<file path="src/rtl/core/gfig_pkg.sv">
// shared types and constants of the geomipmapping fan index generator
package gfig_pkg;

   localparam int LOD_W      = 3;
   localparam int POS_W      = 7;
   localparam int GRID_W     = 13;
   localparam int PATCH_W    = 7;
   localparam int VTX_W      = 19;
   localparam int CSR_DATA_W = 13;
   localparam int CSR_IDX_W  = 1;
   localparam int RING_N     = 8;
   localparam int SLOT_N     = RING_N + 1;
   localparam int REMAIN_W   = $clog2(RING_N + 1);

   localparam logic [GRID_W-1:0]  GRID_WIDTH_RESET = GRID_W'(257);
   localparam logic [PATCH_W-1:0] PATCH_SIZE_RESET = PATCH_W'(33);

   // register indexes of the configuration port
   localparam logic [CSR_IDX_W-1:0] CSR_GRID_WIDTH = 1'b0;
   localparam logic [CSR_IDX_W-1:0] CSR_PATCH_SIZE = 1'b1;

   // one fan request
   typedef struct packed {
      logic [LOD_W-1:0] lod_core;
      logic             left_coarser;
      logic             right_coarser;
      logic             top_coarser;
      logic             bottom_coarser;
      logic [POS_W-1:0] fan_x;
      logic [POS_W-1:0] fan_z;
   } req_type;

   // sides whose midpoint drops out of the ring
   typedef struct packed {
      logic left;
      logic top;
      logic right;
      logic bottom;
   } skip_type;

   // finished fan: ring of border vertices, centre and skipped midpoints
   typedef struct packed {
      logic [RING_N-1:0][VTX_W-1:0] ring;
      logic [VTX_W-1:0]             center;
      skip_type                     skip;
   } fan_type;

endpackage

</file>
<file path="src/rtl/core/gfig_req_if.sv">
// request channel interface: one fan per transaction
interface gfig_req_if;
   logic                       valid;
   logic                       ready;
   logic [gfig_pkg::LOD_W-1:0] lod_core;
   logic                       left_coarser;
   logic                       right_coarser;
   logic                       top_coarser;
   logic                       bottom_coarser;
   logic [gfig_pkg::POS_W-1:0] fan_x;
   logic [gfig_pkg::POS_W-1:0] fan_z;

   modport source (
      output valid, lod_core, left_coarser, right_coarser, top_coarser, bottom_coarser,
      output fan_x, fan_z,
      input  ready
   );
   modport sink (
      input  valid, lod_core, left_coarser, right_coarser, top_coarser, bottom_coarser,
      input  fan_x, fan_z,
      output ready
   );
endinterface

</file>
<file path="src/rtl/core/gfig_rsp_if.sv">
// response channel interface: one triangle per transaction
interface gfig_rsp_if;
   logic                       valid;
   logic                       ready;
   logic [gfig_pkg::VTX_W-1:0] center_vertex;
   logic [gfig_pkg::VTX_W-1:0] first_vertex;
   logic [gfig_pkg::VTX_W-1:0] second_vertex;
   logic                       last_of_fan;

   modport source (
      output valid, center_vertex, first_vertex, second_vertex, last_of_fan,
      input  ready
   );
   modport sink (
      input  valid, center_vertex, first_vertex, second_vertex, last_of_fan,
      output ready
   );
endinterface

</file>
<file path="src/rtl/core/geomip_fan_index_generator.sv">
// top level of the geomipmapping triangle fan index generator
//
//  channel   dir  handshake        payload
//  req_ch    in   valid / ready    lod_core, four coarser flags, fan_x, fan_z
//  rsp_ch    out  valid / ready    center_vertex, first_vertex, second_vertex, last_of_fan
//  csr_*     in   csr_write_en     csr_index, csr_write_data (grid_width, patch_size)
//
// a fan gives four to eight triangles, one per cycle while rsp_ch is ready, and the ring
// walker takes the next fan only as it emits the last triangle of the current one
// the first triangle passes three address stages, the walker and the output register;
// the first stage is loaded at the fan transaction edge
// synchronous reset empties the pipeline and loads grid_width 257 and patch_size 33
// a stall on rsp_ch holds the output register and backs up through every stage
module geomip_fan_index_generator (
   input  logic                              clock,
   input  logic                              reset,
   gfig_req_if.sink                          req_ch,
   gfig_rsp_if.source                        rsp_ch,
   input  logic                              csr_write_en,
   input  logic [gfig_pkg::CSR_IDX_W-1:0]    csr_index,
   input  logic [gfig_pkg::CSR_DATA_W-1:0]   csr_write_data
);

   logic [gfig_pkg::GRID_W-1:0]  grid_width_ff;
   logic [gfig_pkg::PATCH_W-1:0] patch_size_ff;
   gfig_pkg::req_type            req;
   gfig_pkg::fan_type            fan;
   logic                         fan_valid, fan_ready;

   // configuration registers
   always_ff @(posedge clock) begin
      if (reset) begin
         grid_width_ff <= gfig_pkg::GRID_WIDTH_RESET;
         patch_size_ff <= gfig_pkg::PATCH_SIZE_RESET;
      end else if (csr_write_en) begin
         unique case (csr_index)
            gfig_pkg::CSR_GRID_WIDTH: grid_width_ff <= csr_write_data[gfig_pkg::GRID_W-1:0];
            gfig_pkg::CSR_PATCH_SIZE: patch_size_ff <= csr_write_data[gfig_pkg::PATCH_W-1:0];
            default: ;
         endcase
      end
   end

   // request payload
   always_comb begin
      req.lod_core       = req_ch.lod_core;
      req.left_coarser   = req_ch.left_coarser;
      req.right_coarser  = req_ch.right_coarser;
      req.top_coarser    = req_ch.top_coarser;
      req.bottom_coarser = req_ch.bottom_coarser;
      req.fan_x          = req_ch.fan_x;
      req.fan_z          = req_ch.fan_z;
   end

   gfig_vtx_pipe u_vtx_pipe (
      .clock      (clock),
      .reset      (reset),
      .in_valid   (req_ch.valid),
      .in_ready   (req_ch.ready),
      .in_req     (req),
      .grid_width (grid_width_ff),
      .patch_size (patch_size_ff),
      .out_valid  (fan_valid),
      .out_ready  (fan_ready),
      .out_fan    (fan)
   );

   gfig_fan_emitter u_fan_emitter (
      .clock     (clock),
      .reset     (reset),
      .fan_valid (fan_valid),
      .fan_ready (fan_ready),
      .fan       (fan),
      .rsp_ch    (rsp_ch)
   );

endmodule

</file>
<file path="src/rtl/core/gfig_vtx_pipe.sv">
// three stage pipeline from fan request to the ring of border vertex indices
module gfig_vtx_pipe (
   input  logic                          clock,
   input  logic                          reset,
   input  logic                          in_valid,
   output logic                          in_ready,
   input  gfig_pkg::req_type             in_req,
   input  logic [gfig_pkg::GRID_W-1:0]   grid_width,
   input  logic [gfig_pkg::PATCH_W-1:0]  patch_size,
   output logic                          out_valid,
   input  logic                          out_ready,
   output gfig_pkg::fan_type             out_fan
);

   localparam int STEP_W = (1 << gfig_pkg::LOD_W) + 1;
   localparam int END_W  = STEP_W + 1;

   logic adv1, adv2, adv3;
   logic v1_ff, v2_ff, v3_ff;

   // stage one signals
   logic [STEP_W-1:0]                   s_in;
   logic [END_W-1:0]                    end_pos;
   logic [gfig_pkg::VTX_W:0]            zw_full;
   gfig_pkg::skip_type                  skip1_in;
   logic [gfig_pkg::VTX_W-1:0]          zw1_ff;
   logic [gfig_pkg::POS_W-1:0]          x1_ff;
   logic [gfig_pkg::LOD_W-1:0]          lod1_ff;
   gfig_pkg::skip_type                  skip1_ff;

   // stage two signals
   logic [gfig_pkg::VTX_W-1:0]          v0_in, hw_in;
   logic [gfig_pkg::VTX_W-1:0]          v0_2_ff, hw2_ff;
   logic [gfig_pkg::LOD_W-1:0]          lod2_ff;
   gfig_pkg::skip_type                  skip2_ff;

   // stage three signals
   logic [gfig_pkg::VTX_W-1:0]          h3, s3, p2, p4;
   gfig_pkg::fan_type                   fan_in, fan_ff;

   // stall chain: a stage moves when the next one is empty or moving
   assign adv3     = out_ready || !v3_ff;
   assign adv2     = adv3 || !v2_ff;
   assign adv1     = adv2 || !v1_ff;
   assign in_ready = adv1;

   always_ff @(posedge clock) begin
      if (reset) begin
         v1_ff <= 1'b0;
         v2_ff <= 1'b0;
         v3_ff <= 1'b0;
      end else begin
         if (adv1) v1_ff <= in_valid;
         if (adv2) v2_ff <= v1_ff;
         if (adv3) v3_ff <= v2_ff;
      end
   end

   // edge tests and row offset of the fan corner
   always_comb begin
      s_in    = STEP_W'(2) << in_req.lod_core;
      end_pos = END_W'(patch_size) - END_W'(1) - END_W'(s_in);
      zw_full = (gfig_pkg::VTX_W+1)'(in_req.fan_z) * (gfig_pkg::VTX_W+1)'(grid_width);
      skip1_in.left   = (in_req.fan_x == '0) && in_req.left_coarser;
      skip1_in.right  = (END_W'(in_req.fan_x) == end_pos) && in_req.right_coarser;
      skip1_in.top    = (END_W'(in_req.fan_z) == end_pos) && in_req.top_coarser;
      skip1_in.bottom = (in_req.fan_z == '0) && in_req.bottom_coarser;
   end

   always_ff @(posedge clock) begin
      if (adv1) begin
         zw1_ff   <= zw_full[gfig_pkg::VTX_W-1:0];
         x1_ff    <= in_req.fan_x;
         lod1_ff  <= in_req.lod_core;
         skip1_ff <= skip1_in;
      end
   end

   // corner index and half step along the column
   assign v0_in = zw1_ff + gfig_pkg::VTX_W'(x1_ff);
   assign hw_in = gfig_pkg::VTX_W'(grid_width) << lod1_ff;

   always_ff @(posedge clock) begin
      if (adv2) begin
         v0_2_ff  <= v0_in;
         hw2_ff   <= hw_in;
         lod2_ff  <= lod1_ff;
         skip2_ff <= skip1_ff;
      end
   end

   // ring of border vertices, walked up, right, down, left
   always_comb begin
      h3 = gfig_pkg::VTX_W'(1) << lod2_ff;
      s3 = h3 << 1;
      p2 = v0_2_ff + (hw2_ff << 1);
      p4 = p2 + s3;
      fan_in.ring[0] = v0_2_ff;
      fan_in.ring[1] = v0_2_ff + hw2_ff;
      fan_in.ring[2] = p2;
      fan_in.ring[3] = p2 + h3;
      fan_in.ring[4] = p4;
      fan_in.ring[5] = p4 - hw2_ff;
      fan_in.ring[6] = v0_2_ff + s3;
      fan_in.ring[7] = v0_2_ff + h3;
      fan_in.center  = v0_2_ff + hw2_ff + h3;
      fan_in.skip    = skip2_ff;
   end

   always_ff @(posedge clock) begin
      if (adv3) fan_ff <= fan_in;
   end

   assign out_valid = v3_ff;
   assign out_fan   = fan_ff;

endmodule

</file>
<file path="src/rtl/core/gfig_fan_emitter.sv">
// walks the vertex ring of one fan and emits one triangle per cycle while rsp_ch is ready
module gfig_fan_emitter (
   input  logic              clock,
   input  logic              reset,
   input  logic              fan_valid,
   output logic              fan_ready,
   input  gfig_pkg::fan_type fan,
   gfig_rsp_if.source        rsp_ch
);

   logic                             busy_ff, rsp_valid_ff;
   logic [gfig_pkg::REMAIN_W-1:0]    remain_ff, remain_in;
   logic [gfig_pkg::VTX_W-1:0]       slot_ff [gfig_pkg::SLOT_N];
   logic [gfig_pkg::SLOT_N-1:0]      pres_ff;
   logic [gfig_pkg::VTX_W-1:0]       center_ff;
   logic                             step2, last, out_load, fire, load;
   logic [gfig_pkg::VTX_W-1:0]       far_vtx;
   logic [gfig_pkg::VTX_W-1:0]       first_ff, second_ff, rsp_center_ff;
   logic                             last_ff;

   // next triangle: skip a missing midpoint
   always_comb begin
      step2     = !pres_ff[1];
      far_vtx   = step2 ? slot_ff[2] : slot_ff[1];
      remain_in = remain_ff - (step2 ? gfig_pkg::REMAIN_W'(2) : gfig_pkg::REMAIN_W'(1));
      last      = (remain_in == '0);
      out_load  = !rsp_valid_ff || rsp_ch.ready;
      fire      = busy_ff && out_load;
      load      = !busy_ff || (fire && last);
   end

   assign fan_ready = load;

   // control state
   always_ff @(posedge clock) begin
      if (reset) begin
         busy_ff      <= 1'b0;
         rsp_valid_ff <= 1'b0;
         remain_ff    <= '0;
      end else begin
         if (out_load) rsp_valid_ff <= busy_ff;
         if (load) begin
            busy_ff   <= fan_valid;
            remain_ff <= gfig_pkg::REMAIN_W'(gfig_pkg::RING_N);
         end else if (fire) begin
            remain_ff <= remain_in;
         end
      end
   end

   // ring slots: load a new fan or shift by one or two
   always_ff @(posedge clock) begin
      if (load) begin
         for (int i = 0; i < gfig_pkg::RING_N; i++) slot_ff[i] <= fan.ring[i];
         slot_ff[gfig_pkg::RING_N] <= fan.ring[0];
         pres_ff   <= {1'b1, !fan.skip.bottom, 1'b1, !fan.skip.right, 1'b1,
                       !fan.skip.top, 1'b1, !fan.skip.left, 1'b1};
         center_ff <= fan.center;
      end else if (fire) begin
         for (int i = 0; i < gfig_pkg::SLOT_N - 2; i++) begin
            slot_ff[i] <= step2 ? slot_ff[i+2] : slot_ff[i+1];
         end
         slot_ff[gfig_pkg::SLOT_N-2] <= slot_ff[gfig_pkg::SLOT_N-1];
         pres_ff <= step2 ? (pres_ff >> 2) : (pres_ff >> 1);
      end
   end

   // output register
   always_ff @(posedge clock) begin
      if (fire) begin
         rsp_center_ff <= center_ff;
         first_ff      <= slot_ff[0];
         second_ff     <= far_vtx;
         last_ff       <= last;
      end
   end

   assign rsp_ch.valid         = rsp_valid_ff;
   assign rsp_ch.center_vertex = rsp_center_ff;
   assign rsp_ch.first_vertex  = first_ff;
   assign rsp_ch.second_vertex = second_ff;
   assign rsp_ch.last_of_fan   = last_ff;

endmodule

</file>
<file path="src/flat_wrapper.sv">
// flat-port wrapper written by rule: the top's interface ports become plain ports
module geomip_fan_index_generator_flat 
  (clock, reset, csr_write_en, csr_index, csr_write_data, req_ch_valid, req_ch_lod_core, req_ch_left_coarser, req_ch_right_coarser, req_ch_top_coarser, req_ch_bottom_coarser, req_ch_fan_x, req_ch_fan_z, req_ch_ready, rsp_ch_valid, rsp_ch_center_vertex, rsp_ch_first_vertex, rsp_ch_second_vertex, rsp_ch_last_of_fan, rsp_ch_ready);
  gfig_req_if req_ch_i ();
  gfig_rsp_if rsp_ch_i ();
  input  logic clock;
  input  logic reset;
  input  logic csr_write_en;
  input  logic [gfig_pkg::CSR_IDX_W-1:0] csr_index;
  input  logic [gfig_pkg::CSR_DATA_W-1:0] csr_write_data;
  input wire logic [$bits(req_ch_i.valid)-1:0] req_ch_valid;
  input wire logic [$bits(req_ch_i.lod_core)-1:0] req_ch_lod_core;
  input wire logic [$bits(req_ch_i.left_coarser)-1:0] req_ch_left_coarser;
  input wire logic [$bits(req_ch_i.right_coarser)-1:0] req_ch_right_coarser;
  input wire logic [$bits(req_ch_i.top_coarser)-1:0] req_ch_top_coarser;
  input wire logic [$bits(req_ch_i.bottom_coarser)-1:0] req_ch_bottom_coarser;
  input wire logic [$bits(req_ch_i.fan_x)-1:0] req_ch_fan_x;
  input wire logic [$bits(req_ch_i.fan_z)-1:0] req_ch_fan_z;
  output wire logic [$bits(req_ch_i.ready)-1:0] req_ch_ready;
  output wire logic [$bits(rsp_ch_i.valid)-1:0] rsp_ch_valid;
  output wire logic [$bits(rsp_ch_i.center_vertex)-1:0] rsp_ch_center_vertex;
  output wire logic [$bits(rsp_ch_i.first_vertex)-1:0] rsp_ch_first_vertex;
  output wire logic [$bits(rsp_ch_i.second_vertex)-1:0] rsp_ch_second_vertex;
  output wire logic [$bits(rsp_ch_i.last_of_fan)-1:0] rsp_ch_last_of_fan;
  input wire logic [$bits(rsp_ch_i.ready)-1:0] rsp_ch_ready;
  assign req_ch_i.valid = req_ch_valid;
  assign req_ch_i.lod_core = req_ch_lod_core;
  assign req_ch_i.left_coarser = req_ch_left_coarser;
  assign req_ch_i.right_coarser = req_ch_right_coarser;
  assign req_ch_i.top_coarser = req_ch_top_coarser;
  assign req_ch_i.bottom_coarser = req_ch_bottom_coarser;
  assign req_ch_i.fan_x = req_ch_fan_x;
  assign req_ch_i.fan_z = req_ch_fan_z;
  assign req_ch_ready = req_ch_i.ready;
  assign rsp_ch_valid = rsp_ch_i.valid;
  assign rsp_ch_center_vertex = rsp_ch_i.center_vertex;
  assign rsp_ch_first_vertex = rsp_ch_i.first_vertex;
  assign rsp_ch_second_vertex = rsp_ch_i.second_vertex;
  assign rsp_ch_last_of_fan = rsp_ch_i.last_of_fan;
  assign rsp_ch_i.ready = rsp_ch_ready;
  geomip_fan_index_generator u_core (.clock(clock), .reset(reset), .req_ch(req_ch_i), .rsp_ch(rsp_ch_i), .csr_write_en(csr_write_en), .csr_index(csr_index), .csr_write_data(csr_write_data));
endmodule
</file>
<file path="config.mk">
export PLATFORM = sky130hd
export DESIGN_NAME = geomip_fan_index_generator_flat
export DESIGN_NICKNAME = d
export VERILOG_FILES = /design/src/rtl/core/gfig_pkg.sv /design/src/rtl/core/gfig_req_if.sv /design/src/rtl/core/gfig_rsp_if.sv /design/src/rtl/core/geomip_fan_index_generator.sv /design/src/rtl/core/gfig_vtx_pipe.sv /design/src/rtl/core/gfig_fan_emitter.sv /design/src/flat_wrapper.sv
export SDC_FILE = /design/constraint.sdc
export NUM_CORES = 1
export LEC_CHECK = 0
export BUFFER_PORTS_ARGS = -buffer_cell sky130_fd_sc_hd__buf_2
export CAP_MARGIN = 20
export CORE_ASPECT_RATIO = 0.6
export CORE_MARGIN = 2
export CORE_UTILIZATION = 54
export DETAILED_ROUTE_END_ITERATION = 12
export PLACE_DENSITY = 0.71
export SYNTH_ARGS = -nofsm -noshare
export SYNTH_HDL_FRONTEND = slang
export SYNTH_SLANG_ARGS = --single-unit
</file>
<file path="constraint.sdc">
create_clock -name clock -period 10.9 [get_ports clock]
set_input_delay 2.18 -clock clock [delete_from_list [all_inputs] [get_ports clock]]
set_output_delay 2.18 -clock clock [all_outputs]
set_load 0.05 [all_outputs]
</file>
==> run_results.csv <==
group,metric,value,unit
clock_tree,hold_buffers,0,
worst_setup_path,worst_setup_path_end_kind,"register",
yosys,ys_warn_count,0,
worst_setup_path,critPathKind,"input pin to register",
clock_tree,clock_latency,600,ps
routing,wire_per_inst,19.5,um
routing,drtIter0Drc,1565,
clock_tree,clockBufferDepth,3,
timing,hold_viol_final,0,
timing,fin_crit,6320,ps
worst_setup_path,rr_worst_depth,24,
yosys,syn_area,28500,um2
placed_design,place_ws,3980,ps
worst_setup_path,reg2reg_to,"u_core.u_vtx_pipe.out_fan[136]",
cells_and_area,diodes,0,
placed_design,dp_hpwl,45200,um
routing,antenna_left,0,
routing,wl_met3,5470,um
clock_tree,cts.sinks,533,
routing,drc,0,
floorplan,dieArea,54800,um2
flow_run,cap_violations,0,
power_and_ir_drop,p_per_area,253,nW/um2
worst_setup_path,crit_fanout,15,
grt,antenna_found_initial,0,
yosys,synth-compound-area-share,8.40,%
cells_and_area,regArea,15700,um2
yosys,synth_seq_cells,533,
grt,track_usage,23.1,%
yosys,synth_edf_count,500,
floorplan,start_util,54.5,%
worst_setup_path,rrSetupSlack,4850,ps
timing,fmax,158,MHz
routing,num_vias,18200,
yosys,synth_top_family_by_area,"adder cells",
cells_and_area,nets,2727,
yosys,synth_ff_type,"edfxtp_1",
yosys,synth_xor_area_share,5.61,%
yosys,synth-adder-area-share,10.9,%
clock_tree,cts_root_buffer,"clkbuf_16",
worst_setup_path,critical_path.startpoint,"req_ch_fan_z[1]",
yosys,syn_avg_cell_area,11.9,um2
worst_setup_path,rr_startpoint,"u_core.u_vtx_pipe.v0_2_ff[1]",
routing,wirelength,62700,um
cells_and_area,fillers,4207,
worst_setup_path,cp.arrival,6640,ps
routing,routed_via_density,5.64,
cells_and_area,final_cell_mix,"500 x edfxtp_1, 323 x nand2_1, 159 x o21ai_0, 154 x inv_1, 148 x ha_1",
clock_tree,cts_tree,"built",
floorplan,die_y,182,um
cells_and_area,area.growth.synth_to_final,9.79,%
worst_setup_path,cp_data_required_time,11220,ps
routing,firstDrtPassIters,5,
timing,skew,29.5,ps
cells_and_area,multiInputGateArea,12000,um2
timing,tightestPinTransition,1080,ps
clock_tree,cts_resized,0,
cells_and_area,layout-drive-gt1-share,10.3,%
cells_and_area,final_common_cell,"edfxtp_1",
timing,setup_ws,4580,ps
clock_tree,post_cts_buffers,0,
timing,finalSetupTns,0,ps
timing,finalSetupViolCount,0,
timing,slew_violations,0,
grt,grt-ovfl-total,0,
yosys,syn_inst,2399,
clock_tree,numCtsBuffers,49,
worst_setup_path,endpoint,"u_core.u_vtx_pipe.zw1_ff[18]",
cells_and_area,finalInstanceArea,31300,um2
floorplan,num_rows,65,
floorplan,dieWidth,301,um
power_and_ir_drop,p_leak,13.6,nW
timing,slew_headroom,27.8,%
power_and_ir_drop,peakVddDrop,0.144,mV
clock_tree,htree_num_levels,2,
floorplan,core-area,52400,um2
floorplan,io_pins,100,
clock_tree,clk_pin_slew,60,ps
placed_design,place_congestion,0.904,
yosys,yosysUniqueCellTypes,69,
placed_design,portBuffers,99,
grt,grt_max_degree,130,
min_path,min_path_type,"register to register",
status,status,"finished clean",
yosys,yosysSeqAreaShare,54.9,%
routing,dr_wl_met2,25600,um
yosys,synthArstFlopShare,0,%
placed_design,postPlaceCellArea,29800,um2
grt,grt_pass1_vias,17800,
routing,wl_met1,30600,um
yosys,synth_fp_nets,2650,
grt,grt_pass1_wl,99000,um
cells_and_area,utilization,59.8,%
worst_setup_path,start_kind,"input pin",
yosys,synthMuxAreaShare,6.51,%
routing,routed.top_layer,"met4",
timing,rsz0062_at_grt,"false",
timing,fin_crit_sh,58.0,%
yosys,synth-simple-area-share,10.4,%
==> cell families after synthesis <==
family                     Yosys count
xor gates and xnor gates           182
muxes                              180
AOI/OAI and AO/OA                  394
and+or+nand+nor                    656
DFF                                533
adders and majority gates          211
buffers and inverters              243
==> how the worst min path moves through the flow <==
stage	from	endpoint	slack, ps	cells after the start
after floorplan	u_core.u_vtx_pipe.out_fan[4]	u_core.u_fan_emitter.center_ff[0]	400	0
after global placement	u_core.u_fan_emitter.slot_ff[0][4]	u_core.u_fan_emitter.rsp_ch.first_vertex[4]	400	0
after detailed placement	u_core.u_vtx_pipe.skip1_ff[1]	u_core.u_vtx_pipe.fan_in[1]	400	0
after CTS	u_core.u_vtx_pipe.skip1_ff[1]	u_core.u_vtx_pipe.fan_in[1]	420	0
after global routing	u_core.u_vtx_pipe.skip1_ff[1]	u_core.u_vtx_pipe.fan_in[1]	420	0
final	u_core.u_vtx_pipe.skip1_ff[1]	u_core.u_vtx_pipe.fan_in[1]	420	0
==> critical path, cell delays in order <==
cell and delay [ps]:
buf_2 190, and2_1 210, fa_1 530, inv_1 50, fa_1 490, fa_1 490, inv_1 50, fa_1 430
ha_1 320, inv_1 90, o21ai_0 90, a21oi_1 230, o21bai_1 150, a311oi_1 390, nor3_1 130, or3_1 360
a21oi_1 180, xnor2_1 90
==> metal layers <==
| metal | up-vias | global-route usage, % |
|---|---|---|
| li1 | 8701 | - |
| met1 | 8861 | 36.3 |
| met2 | 535 | 32.8 |
| met3 | 69 | 5.42 |
| met4 | 0 | 4.40 |
| met5 | - | 0 |
==> stage by stage <==
stage | cells | power (W) | hold WS (ps)
after floorplan | 2399 | 0.00538 | 400
after global placement | 3126 | 0.00608 | 401
after detailed placement | 3128 | 0.00618 | 405
after CTS | 3220 | 0.00790 | 419
after global routing | 3220 | 0.00836 | 422
final | 3220 | 0.00791 | 417
==> layout make-up <==
type                            count  share of cell area (%)
Inverter                          155                    1.86
Sequential cell                   533                    50.0
Timing Repair Buffer              114                    2.02
Clock buffer                       68                    4.27
Tap cell                          703                    2.81
Clock inverter                     24                   0.767
Multi-Input combinational cell   1623                    38.2
==> synth_stat cells (all sizes together) (3+ instances only) <==
| library cell | count | area, um2 |
|---|---|---|
| or2 | 3 | 18.8 |
| o31ai | 4 | 30.0 |
| mux2 | 45 | 507 |
| nand4 | 11 | 68.8 |
| o41ai | 4 | 53.8 |
| o211ai | 9 | 82.6 |
| nor2b | 15 | 93.8 |
| a21oi | 97 | 489 |
| a311oi | 4 | 41.3 |
| a21boi | 9 | 67.6 |
| a211oi | 7 | 62.6 |
| clkbuf | 82 | 309 |
| edfxtp | 500 | 15000 |
| nor4 | 5 | 37.5 |
| nand2 | 326 | 1230 |
| and4b | 3 | 30.0 |
| ha | 148 | 1850 |
| and2 | 43 | 269 |
| or4 | 5 | 41.3 |
| o2111ai | 3 | 26.3 |
| dfxtp | 33 | 661 |
| xor2 | 69 | 604 |
| fa | 63 | 1260 |
| nand3 | 33 | 165 |
| and3 | 11 | 68.8 |
| a2111oi | 3 | 26.3 |
| xnor2 | 113 | 997 |
| o22ai | 8 | 50.1 |
| or3 | 14 | 87.6 |
| a21o | 37 | 278 |
| nor3 | 36 | 180 |
| mux2i | 135 | 1350 |
| inv | 155 | 582 |
| o21a | 11 | 82.6 |
| o21bai | 19 | 143 |
| nand3b | 9 | 67.6 |
| o21ai | 163 | 816 |
| buf | 6 | 22.5 |
| nand2b | 19 | 119 |
| nor2 | 114 | 428 |
| a211o | 5 | 43.8 |
==> state kept, by name, indices dropped and copies added (netlist names), 19 cells and up <==
signal / flops
u_core.u_vtx_pipe.hw2_ff: 19
u_core.u_fan_emitter.rsp_ch.first_vertex: 19
u_core.u_fan_emitter.rsp_ch.center_vertex: 19
u_core.u_fan_emitter.slot_ff: 171
u_core.u_fan_emitter.center_ff: 19
u_core.u_vtx_pipe.zw1_ff: 19
u_core.u_vtx_pipe.v0_2_ff: 19
u_core.u_fan_emitter.rsp_ch.second_vertex: 19
u_core.u_vtx_pipe.out_fan: 170
==> where the power goes <==
part	internal [W]	total (W)	leakage (nW)	switching (W)
Combinational	0.00103	0.00255	7.30	0.00152
Clock	0.000921	0.00170	0.743	0.000778
Sequential	0.00323	0.00366	5.60	0.000435
Total	0.00518	0.00791	13.6	0.00273
Note: power is estimated with default switching activity, not from simulation.
